==> src/rtl/cete_pkg.sv <==
`timescale 1ns / 1ps
// ----------------------------------------------------------------------------
// cete_pkg
// Shared types and constants for the clique energy table engine.
// ----------------------------------------------------------------------------
package cete_pkg;

  localparam int MAX_CLIQUE  = 8;
  localparam int VALUE_WIDTH = 32;
  localparam int TBL_DEPTH   = 1 << MAX_CLIQUE;
  localparam int IDX_W       = MAX_CLIQUE;
  localparam int NODE_W      = 3;

  typedef enum logic [1:0] {
    CMD_LOAD  = 2'd0,
    CMD_QUERY = 2'd1,
    CMD_PUSH  = 2'd2,
    CMD_NONE  = 2'd3
  } cmd_t;

  typedef enum logic [3:0] {
    ST_IDLE,
    ST_QRD,
    ST_QACC,
    ST_PRDU,
    ST_PRDV,
    ST_PWRU,
    ST_PWRV,
    ST_TINIT,
    ST_TRD,
    ST_TCHK,
    ST_DONE
  } state_t;

  typedef struct packed {
    logic [1:0]         cmd;
    logic [7:0]         table_index;
    logic signed [31:0] table_value;
    logic               last_load;
    logic [2:0]         from_node;
    logic [2:0]         to_node;
    logic signed [31:0] push_amount;
  } in_beat_t;

  typedef struct packed {
    logic signed [31:0] exchange_capacity;
    logic               capacity_nonzero;
    logic               status;
  } out_beat_t;

  // Memory port bundle driven by the sequencer.
  typedef struct packed {
    logic                   we;
    logic [IDX_W-1:0]       addr;
    logic [VALUE_WIDTH-1:0] wdata;
  } mem_req_t;

endpackage

==> src/rtl/cete_seq.sv <==
`timescale 1ns / 1ps
// ----------------------------------------------------------------------------
// cete_seq
// Sequencer: walks the energy table for loads, queries, pushes and the
// tight set rebuild, and holds the tight sets and the result register.
// ----------------------------------------------------------------------------
module cete_seq (
  input  logic                           clk,
  input  logic                           rst_n,
  input  logic [3:0]                     size_n,
  input  logic                           in_valid,
  output logic                           in_stall,
  input  cete_pkg::in_beat_t             in_data,
  output logic                           out_valid,
  input  logic                           out_stall,
  output cete_pkg::out_beat_t            out_data,
  output cete_pkg::mem_req_t             mem_req,
  input  logic [cete_pkg::VALUE_WIDTH-1:0] mem_rdata
);
  import cete_pkg::*;

  state_t state_r, state_nxt;
  in_beat_t item_r;
  logic [IDX_W-1:0] full_r, um_r, vm_r, rest_r, s_r, s_nxt;
  logic [VALUE_WIDTH-1:0] best_r, uval_r, vval_r, delta_w;
  logic first_r;
  logic [IDX_W-1:0] tight_r [MAX_CLIQUE];
  logic [IDX_W-1:0] tv_r;
  logic out_valid_r;
  out_beat_t out_r;
  logic [IDX_W-1:0] us_w, vs_w;
  logic [3:0] n_w;
  logic [IDX_W-1:0] full_w;
  logic accept;

  // Effective clique size, clamped to the supported range.
  always_comb begin
    if (size_n < 4'd2) n_w = 4'd2;
    else if (size_n > 4'(MAX_CLIQUE)) n_w = 4'(MAX_CLIQUE);
    else n_w = size_n;
    full_w = IDX_W'((9'd1 << n_w) - 9'd1);
  end

  assign us_w    = s_r | um_r;
  assign vs_w    = s_r | vm_r;
  assign s_nxt   = (s_r - 1'b1) & rest_r;
  assign delta_w = VALUE_WIDTH'(item_r.push_amount);
  assign accept  = in_valid && !in_stall;
  assign in_stall  = (state_r != ST_IDLE) || out_valid_r;
  assign out_valid = out_valid_r;
  assign out_data  = out_r;

  // Next state.
  always_comb begin
    state_nxt = state_r;
    unique case (state_r)
      ST_IDLE: begin
        if (accept) begin
          state_nxt = ST_DONE;
          if (in_data.cmd == CMD_LOAD) begin
            if ({1'b0, in_data.table_index} <= {1'b0, full_w} && in_data.last_load)
              state_nxt = ST_TINIT;
          end else if (in_data.cmd == CMD_QUERY || in_data.cmd == CMD_PUSH) begin
            if ({1'b0, in_data.from_node} < n_w && {1'b0, in_data.to_node} < n_w)
              state_nxt = (in_data.cmd == CMD_QUERY) ? ST_QRD : ST_PRDU;
          end
        end
      end
      ST_QRD:  state_nxt = ST_QACC;
      ST_QACC: state_nxt = (s_nxt == rest_r) ? ST_DONE : ST_QRD;
      ST_PRDU: state_nxt = ST_PRDV;
      ST_PRDV: state_nxt = ST_PWRU;
      ST_PWRU: state_nxt = ST_PWRV;
      ST_PWRV: state_nxt = (s_nxt == rest_r) ? ST_TINIT : ST_PRDU;
      ST_TINIT: state_nxt = (full_r > IDX_W'(1)) ? ST_TRD : ST_DONE;
      ST_TRD:  state_nxt = ST_TCHK;
      ST_TCHK: state_nxt = (tv_r == IDX_W'(1)) ? ST_DONE : ST_TRD;
      ST_DONE: state_nxt = ST_IDLE;
      default: state_nxt = ST_IDLE;
    endcase
  end

  // Memory port driven from the current state.
  always_comb begin
    mem_req = '0;
    unique case (state_r)
      ST_IDLE: begin
        mem_req.addr  = in_data.table_index;
        mem_req.wdata = VALUE_WIDTH'(in_data.table_value);
        mem_req.we    = accept && in_data.cmd == CMD_LOAD &&
                        {1'b0, in_data.table_index} <= {1'b0, full_w};
      end
      ST_QRD, ST_PRDU: mem_req.addr = us_w;
      ST_PRDV:         mem_req.addr = vs_w;
      ST_PWRU: begin
        mem_req.we    = 1'b1;
        mem_req.addr  = us_w;
        mem_req.wdata = uval_r - delta_w;
      end
      // When both nodes match, the entry just written is the one updated
      // again, so the two updates cancel.
      ST_PWRV: begin
        mem_req.we    = 1'b1;
        mem_req.addr  = vs_w;
        mem_req.wdata = (um_r == vm_r) ? uval_r : vval_r + delta_w;
      end
      ST_TRD:  mem_req.addr = tv_r;
      default: mem_req = '0;
    endcase
  end

  // Control registers.
  always_ff @(posedge clk) begin
    if (!rst_n) begin
      state_r     <= ST_IDLE;
      out_valid_r <= 1'b0;
      for (int i = 0; i < MAX_CLIQUE; i++) tight_r[i] <= '1;
    end else begin
      state_r <= state_nxt;
      if (out_valid_r && !out_stall) out_valid_r <= 1'b0;
      if (state_r == ST_DONE) out_valid_r <= 1'b1;
      if (state_r == ST_TINIT) begin
        for (int i = 0; i < MAX_CLIQUE; i++) tight_r[i] <= full_r;
      end
      // Walk downward so the smallest zero subset wins.
      if (state_r == ST_TCHK && mem_rdata == '0) begin
        for (int i = 0; i < MAX_CLIQUE; i++) begin
          if (tv_r[i]) tight_r[i] <= tv_r;
        end
      end
    end
  end

  // Payload and walk registers.
  always_ff @(posedge clk) begin
    unique case (state_r)
      ST_IDLE: begin
        if (accept) begin
          item_r  <= in_data;
          full_r  <= full_w;
          um_r    <= IDX_W'(1) << in_data.from_node;
          vm_r    <= IDX_W'(1) << in_data.to_node;
          rest_r  <= full_w & ~((IDX_W'(1) << in_data.from_node) |
                                (IDX_W'(1) << in_data.to_node));
          s_r     <= full_w & ~((IDX_W'(1) << in_data.from_node) |
                                (IDX_W'(1) << in_data.to_node));
          first_r <= 1'b1;
          out_r   <= '0;
          if (!(in_data.cmd == CMD_LOAD && {1'b0, in_data.table_index} <= {1'b0, full_w}) &&
              !((in_data.cmd == CMD_QUERY || in_data.cmd == CMD_PUSH) &&
                {1'b0, in_data.from_node} < n_w && {1'b0, in_data.to_node} < n_w))
            out_r.status <= 1'b1;
        end
      end
      ST_QACC: begin
        if (first_r || $signed(mem_rdata) < $signed(best_r)) best_r <= mem_rdata;
        first_r <= 1'b0;
        s_r     <= s_nxt;
        if (s_nxt == rest_r) begin
          out_r.exchange_capacity <=
            (first_r || $signed(mem_rdata) < $signed(best_r)) ? mem_rdata : best_r;
          out_r.capacity_nonzero <= tight_r[item_r.from_node][item_r.to_node];
        end
      end
      ST_PRDV: uval_r <= mem_rdata;
      // The v-side read issued in the previous cycle lands here.
      ST_PWRU: vval_r <= mem_rdata;
      ST_PWRV: s_r <= s_nxt;
      ST_TINIT: tv_r <= full_r - 1'b1;
      ST_TCHK: tv_r <= tv_r - 1'b1;
      default: ;
    endcase
  end

endmodule

==> config.mk <==
export PLATFORM = sky130hd
export DESIGN_NAME = cete_seq
export DESIGN_NICKNAME = d
export VERILOG_FILES = /design/src/rtl/cete_pkg.sv /design/src/rtl/cete_seq.sv
export SDC_FILE = /design/constraint.sdc
export NUM_CORES = 1
export LEC_CHECK = 0
export BUFFER_PORTS_ARGS = -buffer_cell sky130_fd_sc_hd__buf_2
export CAP_MARGIN = 10
export CORE_MARGIN = 4
export CORE_UTILIZATION = 64
export CTS_CLUSTER_DIAMETER = 200
export CTS_CLUSTER_SIZE = 24
export DETAILED_ROUTE_END_ITERATION = 8
export GPL_TIMING_DRIVEN = 0
export PLACE_DENSITY = 0.89
export SETUP_SLACK_MARGIN = 0.3
export SLEW_MARGIN = 40
export SYNTH_ARGS = -nofsm -noshare
export SYNTH_HDL_FRONTEND = slang
export SYNTH_SLANG_ARGS = --single-unit
==> constraint.sdc <==
create_clock -name clk -period 9.2 [get_ports clk]
set_clock_uncertainty 0.05 [all_clocks]
set_input_delay 0.92 -clock clk [delete_from_list [all_inputs] [get_ports clk]]
set_output_delay 0.92 -clock clk [all_outputs]
set_load 0.005 [all_outputs]
== Yosys cells after proc, flatten, opt, wreduce, memory -nomap -nowiden ==
Memory sizes are Yosys's and may differ from the RTL's. A register that Yosys moved wholly into a read port is not among the register bits.
Index checks and enable logic that the tools add are counted.

* Memory bits (writable): 64
* Memories: 1
* Bits of input ports: 121
* Output and inout port bits: 77
* Register bits: 222

* Order comparisons: 8
* Shift operators: 3
* Multiplexer cells: 84
* Add/subtract/negate cells: 6
* Reduce and logical (&&, ||, !) cells: 34
* Bitwise gates (word level): 22
* Eq/ne operators: 17

{| class="wikitable"
|+ Memories
! name !! words !! bits a word !! read ports !! clocked after Yosys merged registers in !! write ports !! RTL line !! source
|-
| tight_r || 8 || 8 || 1 || 1 || 8 || cete_seq.sv:27 || <nowiki>logic [IDX_W-1:0] tight_r [MAX_CLIQUE];</nowiki>
|}

{| class="wikitable"
|+ Operator list
! kind !! number
|-
| two-way mux 8 bit || 17
|-
| case mux 32 bit (3 select lines) || 1
|-
| case mux 33 bit (2 select lines) || 1
|-
| two-way mux 32 bit || 2
|-
| two-way mux 1 bit || 41
|-
| case mux 4 bit (10 select lines) || 1
|-
| two-way mux 34 bit || 1
|-
| two-way mux 33 bit || 1
|-
| adder 32 bit || 1
|-
| logical NOT 32 bit || 1
|-
| less-than comparator 32 bit || 1
|-
| two-way mux 4 bit || 8
|-
| case mux 8 bit (2 select lines) || 2
|-
| case mux 8 bit (4 select lines) || 1
|-
| subtractor 32 bit || 1
|-
| subtractor 8 x 1 -> 8 bit (second input constant) || 4
|-
| OR 8 bit || 3
|-
| AND 8 bit || 2
|-
| equality test 4 x 3 -> 1 bit (second input constant) || 4
|-
| equality test 8 bit || 2
|-
| OR 1 bit || 16
|-
| left shift 1 x 3 -> 8 bit (first input constant) || 2
|-
| equality test 4 bit (second input constant) || 3
|-
| logical AND 1 bit || 11
|-
| other kinds (28) || 47
|}

== Longest topological paths before layout ==
Gate-level depths: netlist of run 1.

* Word-level depth: 12
* Gate-level depth with buffers: 14
* Depth with buffers taken out: 14

== Least setup slack after synthesis of run 1 ==
No wires, ideal clock.

* Path type: register to output
* From: register uval_r[0]
* To: output port mem_req[28] (netlist name)
* Cell stages (with the launch flop): 15
* Arrival time: 3.140 ns
* Required time: 8.230 ns
* Setup slack: 5.090 ns
* Cell sequence: edfxtp_1 inv_1 ha_1 inv_1 fa_1 a211oi_1 o31ai_1 a211oi_1 o31a_1 a31oi_1 a221o_1 a221oi_1 mux2i_1 nand2_1 o211ai_1

{| class="wikitable"
|+ RTL lines
! item !! RTL line !! source
|-
| start, declared || cete_seq.sv:25 || <nowiki>logic [VALUE_WIDTH-1:0] best_r, uval_r, vval_r, delta_w;</nowiki>
|-
| start signal, assigned || cete_seq.sv:165 || <nowiki>ST_PRDV: uval_r <= mem_rdata;</nowiki>
|-
| end, declared || cete_seq.sv:17 || <nowiki>output cete_pkg::mem_req_t mem_req,</nowiki>
|}

==> results of run 1 <==
-- metrics by stage --
| step | utilization, % | hold slack, ns | std cells | power [uW] |
|---|---|---|---|---|
| global placement | 70.9 | 0.418 | 2093 | 3920 |
| global route | 73.2 | 0.492 | 2129 | 5080 |
| floorplan | - | 0.366 | 1561 | 3270 |
| CTS | 73.2 | 0.455 | 2126 | 4780 |
| finish | 73.2 | 0.452 | 2129 | 4830 |
| detailed placement | 71.3 | 0.429 | 2098 | 4010 |
-- state kept, by name, summed over array words and instances, names as in the netlist, named ones only --
name	cells
tv_r	8
best_r	32
out_data	34
delta_w	32
tight_r	64
full_r	8
out_valid	1
state_r	4
vval_r	32
uval_r	32
first_r	1
item_r	6
vm_r	8
s_r	8
um_r	8
rest_r	8
-- layer usage --
metal	vias up	GRT usage [%]
met5	-	0
met4	0	13.6
met3	164	4.07
met2	922	53.1
met1	6524	40.9
li1	6233	-
-- cell families after synthesis --
group	Yosys count	share of synthesized area (%)
flops	289	49.9
fa+ha+maj	115	8.44
xor+xnor	81	4.12
buf+inv	171	3.86
mux	82	7.19
other cells	1	0.0218
compound gates	371	14.0
simple gates	448	12.4
-- power by group through the flow --
stage	logic (uW)	clock network [uW]	registers (uW)
4_1_cts	2040	786	1960
6_report	2080	784	1970
3_3_place_gp	1930	0	2000
3_5_place_dp	2030	0	1990
5_1_grt	2260	833	1980
2_1_floorplan	1340	0	1930
-- tightest hold or removal path: stages (launching register included) --
cell	delay, ns
edfxtp_1	0.33
nand2_1	0.04
nand2_1	0.09
-- area by class of cell --
class                   instances  area [um2]
diodes                          3        7.51
clock inverters                 1        30.0
clock buffers                  27         463
fillers                      1778        7040
inverters                     108         410
well taps                     335         419
multi-input cells            1101        8010
flip-flops and latches        289        8600
repair buffers                202        1030
plain buffers                  63         270
-- synthesized netlist by cell type (3+ instances only) --
master    count  area share (%)
a211o_1       3            0.15
a211oi_1     19            0.83
a21o_1       41             1.8
a21oi_1      85             2.5
a221o_1       6            0.35
a221oi_1      7            0.36
a222oi_1      9            0.52
a22oi_1      23             1.0
a31oi_1      18            0.65
and2_1       36             1.3
and3_1       18            0.65
buf_1         3           0.065
buf_6         3            0.20
clkbuf_1     57             1.2
dfxtp_1       8            0.93
edfxtp_1    281              49
ha_1        113             8.2
inv_1       107             2.3
mux2_2        4            0.26
mux2_4       30             2.6
mux2i_1      27             1.6
mux4_2       21             2.7
nand2_1     123             2.7
nand2b_1     17            0.62
nand3_1      30            0.87
nand3b_1      5            0.22
nand4_1      14            0.51
nor2_1      128             2.8
nor2b_1      15            0.54
nor3_1       29            0.84
nor3b_1       6            0.26
nor4_1       15            0.54
o211ai_1     19            0.83
o21a_1       13            0.57
o21ai_0      87             2.5
o21bai_1      6            0.26
o221ai_1      4            0.20
o31a_1        3            0.15
o31ai_1       4            0.17
o41ai_1       3            0.15
or3_1         3            0.11
xnor2_1      42             2.1
xor2_1       39             2.0
-- path summary, 6_finish.rpt --
kind,start,end,slack [ns],cells past startpoint
setup / recovery,uval_r[0]$_DFFE_PP_,mem_req[28],3.88,15
hold / removal,item_r[37]$_DFFE_PP_,flop,0.45,2
hold reg to reg,item_r[37]$_DFFE_PP_,flop,0.45,2
setup reg to reg,best_r[1]$_DFFE_PP_,out_data[24]$_DFFE_PP_,5.29,12
==> results_dict.tcl, run 1 <==
set metrics [dict create \
    status "complete, no violations" \
    die_h_um 172 \
    core-area_um2 26300 \
    root_buffer "clkbuf_16" \
    hold_buffers 0 \
    timing.fmax_ghz 0.188 \
    power_frac_comb_pct 43.0 \
    worstMarginPinSlew_ns 0.796 \
    cap_viol_max_count 0 \
    cts_buffers 16 \
    powerDensity_nw_per_um2 251 \
    setup-tns-final_ns 0 \
    critPathBufInv 3 \
    port_buffers 197 \
    synth_edf_count 281 \
    fin_area_um2 19200 \
    p_sw_share_pct 38.5 \
    dpl-instance-area_um2 18700 \
    critical_path_class "flop to output port" \
    antenna_left 0 \
    routabilityCongestion 0.974 \
    antenna_found_initial 2 \
    wl_per_cell_um 22.4 \
    report.final.setup_viol 0 \
    cts.sinks 289 \
    drive_above_1_share_pct 16.5 \
    met3_length_um 4880 \
    layout_commonest_cell "edfxtp_1" \
    crit_chain "inv_1 > ha_1 > inv_1 > fa_1 > a211oi_1 > o31ai_1 > a211oi_1 > o31a_1 > a31oi_1 > a221o_1 > a221oi_1 > mux2i_1 > nand2_1 > o211ai_1 > buf_2" \
    htree_levels 1 \
    ys.flop_type "edfxtp_1" \
    syn_area_per_cell_um2 11.1 \
    post-cts-setup-buffer-count 0 \
    cpLargestDelayFamily "compound AO/OA/AOI/OAI gates" \
    synthCells 1558 \
    grt_max_degree 52 \
    p_switching_uw 1860 \
    pin_count 198 \
    top_layer "met4" \
    drt_iter0_drc 1954 \
    ys_warn_count 0 \
    startpoint_type "flop" \
    cts_resized 0 \
    arrival_ns 4.35 \
    grt_pass1_vias 13300 \
    cts_tree "done" \
    period_share_pct 57.9 \
    layout_min_cycle_time_ns 5.32 \
    slew_violations 0 \
    start_util_pct 65.5 \
    wl_met1_um 17600 \
    routed_via_density 6.50 \
    syn_area_um2 17200 \
    leakage_uw 0.00782 \
    hp-class "flop to flop" \
    critPathRequiredTime_ns 8.23 \
    dr.pass1.iters 7 \
    wl_um 47700 \
    p_int_uw 2970 \
    die_area_um2 29600 \
    fp-row-count 59 \
    slowest_delay_ns 0.46 \
    nets 2017 \
    ys_seq_elements 289 \
    synthArstFlopShare_pct 0 \
    clockPowerShare_pct 16.2 \
    rsz0062_at_grt "false" \
    vdd_drop_max_mv 0.265 \
    layout_common_cells "edfxtp_1 (281), buf_2 (202), nor2_1 (127), nand2_1 (122), ha_1 (113)" \
    chipWidth_um 172 \
    clkTransAtPathRegs_ns 0.10 \
    synth_cell_type_count 67 \
    syn2layout_area_growth_pct 11.7 \
    drc 0 \
    grt_pass1_wl_um 71800 \
    vias 13800 \
    clock_path_buffers 3 \
    setup_ws_ns 3.88 \
    ys_seq_area_share_pct 49.9 \
    grt_overflow 0 \
    p_seq_share_pct 40.8 \
    dp_hpwl_um 36100 \
    grt_use_total_pct 31.4 \
    maxSlewHeadroom_pct 46.3 \
    pre_cts_ws_ns 4.49 \
    hold_viol 0 \
    cp-end-kind "output port" \
    critPathSlowestCell "a221o_1" \
    routed-wl-met2_um 22900 \
    crit_path_max_fanout 4 \
    insertion_delay_ns 0.51 \
]
(Power assumes the default switching activity.)
==> inputs of run 2 (changes only) <==
Settings changed: CORE_UTILIZATION 64 to 60, PLACE_DENSITY 0.89 to 0.85.
Clock period 9.2 ns to 5.3 ns, I/O delays scaled along.
==> run 2 against run 1 <==
  * Die area rose by 6.4%
  * Sequential cell count did not move
  * Register-to-register slack got worse by 3.8 ns
  * Highest routed layer is now met5
  * Worst hold slack lost 0.33 ns
  * Design area is 0.37% higher
==> results_dict.tcl, run 2 (same netlist as run 1, synthesis figures left out) <==
set metrics [dict create \
    status "complete, no violations" \
    layout_min_cycle_time_ns 4.88 \
    wl_per_cell_um 23.0 \
    root_buffer "clkbuf_16" \
    clock_path_buffers 3 \
    clkTransAtPathRegs_ns 0.11 \
    arrival_ns 4.30 \
    rsz0062_at_grt "false" \
    syn2layout_area_growth_pct 12.1 \
    reg2reg_slack_ns 1.50 \
    htree_levels 1 \
    core-area_um2 28000 \
    drt_iter0_drc 1880 \
    antenna_left 0 \
    die_area_um2 31500 \
    cp-end-kind "output port" \
    routabilityCongestion 1.03 \
    grt_max_degree 56 \
    slew_violations 0 \
    report.final.setup_viol 0 \
    fp-row-count 61 \
    vdd_drop_max_mv 0.238 \
    period_share_pct 92.0 \
    wl_um 49900 \
    hp-class "primary input to flop" \
    nets 2019 \
    pre_cts_ws_ns 0.911 \
    setup-tns-final_ns 0 \
    maxSlewHeadroom_pct 44.6 \
    start_util_pct 61.5 \
    leakage_uw 0.00782 \
    stdcell_count 2168 \
    worstMarginPinSlew_ns 0.825 \
    die_h_um 177 \
    dpl-instance-area_um2 18800 \
    port_buffers 197 \
    whs_ns 0.126 \
    critPathRequiredTime_ns 4.72 \
    grt_pass1_vias 13400 \
    pin_count 198 \
    setup_ws_ns 0.422 \
    startpoint_type "flop" \
    critical_path_class "flop to output port" \
    layout_common_cells "edfxtp_1 (281), buf_2 (199), nor2_1 (128), nand2_1 (122), ha_1 (113)" \
    layout_commonest_cell "edfxtp_1" \
    routed_via_density 6.40 \
    dp_hpwl_um 38200 \
    cts.sinks 289 \
    drive_above_1_share_pct 16.6 \
    timing.fmax_ghz 0.205 \
    dp.cells 2143 \
    powerDensity_nw_per_um2 433 \
    cap_viol_max_count 0 \
    dr.pass1.iters 6 \
    hold_buffers 0 \
    grt_pass1_wl_um 75300 \
    fin_area_um2 19300 \
    post-cts-setup-buffer-count 0 \
    grt_overflow 0 \
    vias 13900 \
    cts_tree "done" \
    antenna_found_initial 5 \
    top_register "tight_r" \
    drc 0 \
    grt_use_total_pct 31.0 \
    chipWidth_um 177 \
    cts_buffers 16 \
    largest_reg_flops 64 \
    insertion_delay_ns 0.53 \
    crit_path_max_fanout 4 \
    hold_viol 0 \
]
## run 2: changes by cell type in the layout (fill, tap and decap cells not counted), sizes merged
cell	before	now
clkbuf	84	78
clkinv	2	3
buf	208	210
diode	3	2
## run 2: through the flow
stage | utilization (%) | power, uW
after floorplan | - | 5680
after global placement | 66.7 | 6850
after detailed placement | 67.2 | 6960
after CTS | 68.8 | 8270
after global routing | 68.9 | 8810
final | 68.9 | 8360
## run 2: layout make-up
| type | instances | area, um2 |
|---|---|---|
| Clock inverter | 2 | 46.3 |
| Sequential cell | 289 | 8600 |
| Antenna cell | 2 | 5.00 |
| Tap cell | 378 | 473 |
| Inverter | 108 | 410 |
| Buffer | 63 | 265 |
| Clock buffer | 21 | 419 |
| Timing Repair Buffer | 204 | 1080 |
| Fill cell | 2017 | 8700 |
| Multi-Input combinational cell | 1101 | 8020 |
## run 2: worst paths after layout
check | startpoint | end | depth (start not counted)
hold / removal | in_data[19] | delta_w[19]$_DFFE_PP_ | 1
hold reg to reg | item_r[36]$_DFFE_PP_ | flop | 2
setup reg to reg | best_r[1]$_DFFE_PP_ | out_data[6]$_DFFE_PP_ | 12
setup / recovery | uval_r[0]$_DFFE_PP_ | mem_req[28] | 15
## run 2: power breakdown
group	total, uW	internal (uW)	switching [uW]
clock network	1330	577	752
logic	3620	1440	2190
registers	3410	3100	306
## run 2: timing repair
| action | in CTS | in global routing |
|---|---|---|
| endpoints found under the hold margin | 0 | 0 |
| gates resized for setup | 0 | 3 |
| setup endpoints to repair | 0 | 3 |
## run 2: worst max-delay path: stages (launching register included)
cell and delay [ns]:
edfxtp_1 0.38, inv_1 0.08, ha_1 0.16, inv_1 0.05, fa_1 0.43, a211oi_1 0.32
o31ai_2 0.16, a211oi_2 0.29, o31a_1 0.28, a31oi_1 0.22, a221o_1 0.45, a221oi_2 0.34
mux2i_1 0.27, nand2_1 0.08, o211ai_1 0.10, buf_2 0.16
## run 2: layer usage
| layer | track usage, % | wire length [um] |
|---|---|---|
| met5 | 0 | 41 |
| met4 | 10.7 | 1720 |
| met3 | 5.56 | 5790 |
| met2 | 46.5 | 22000 |
| met1 | 45.8 | 20300 |
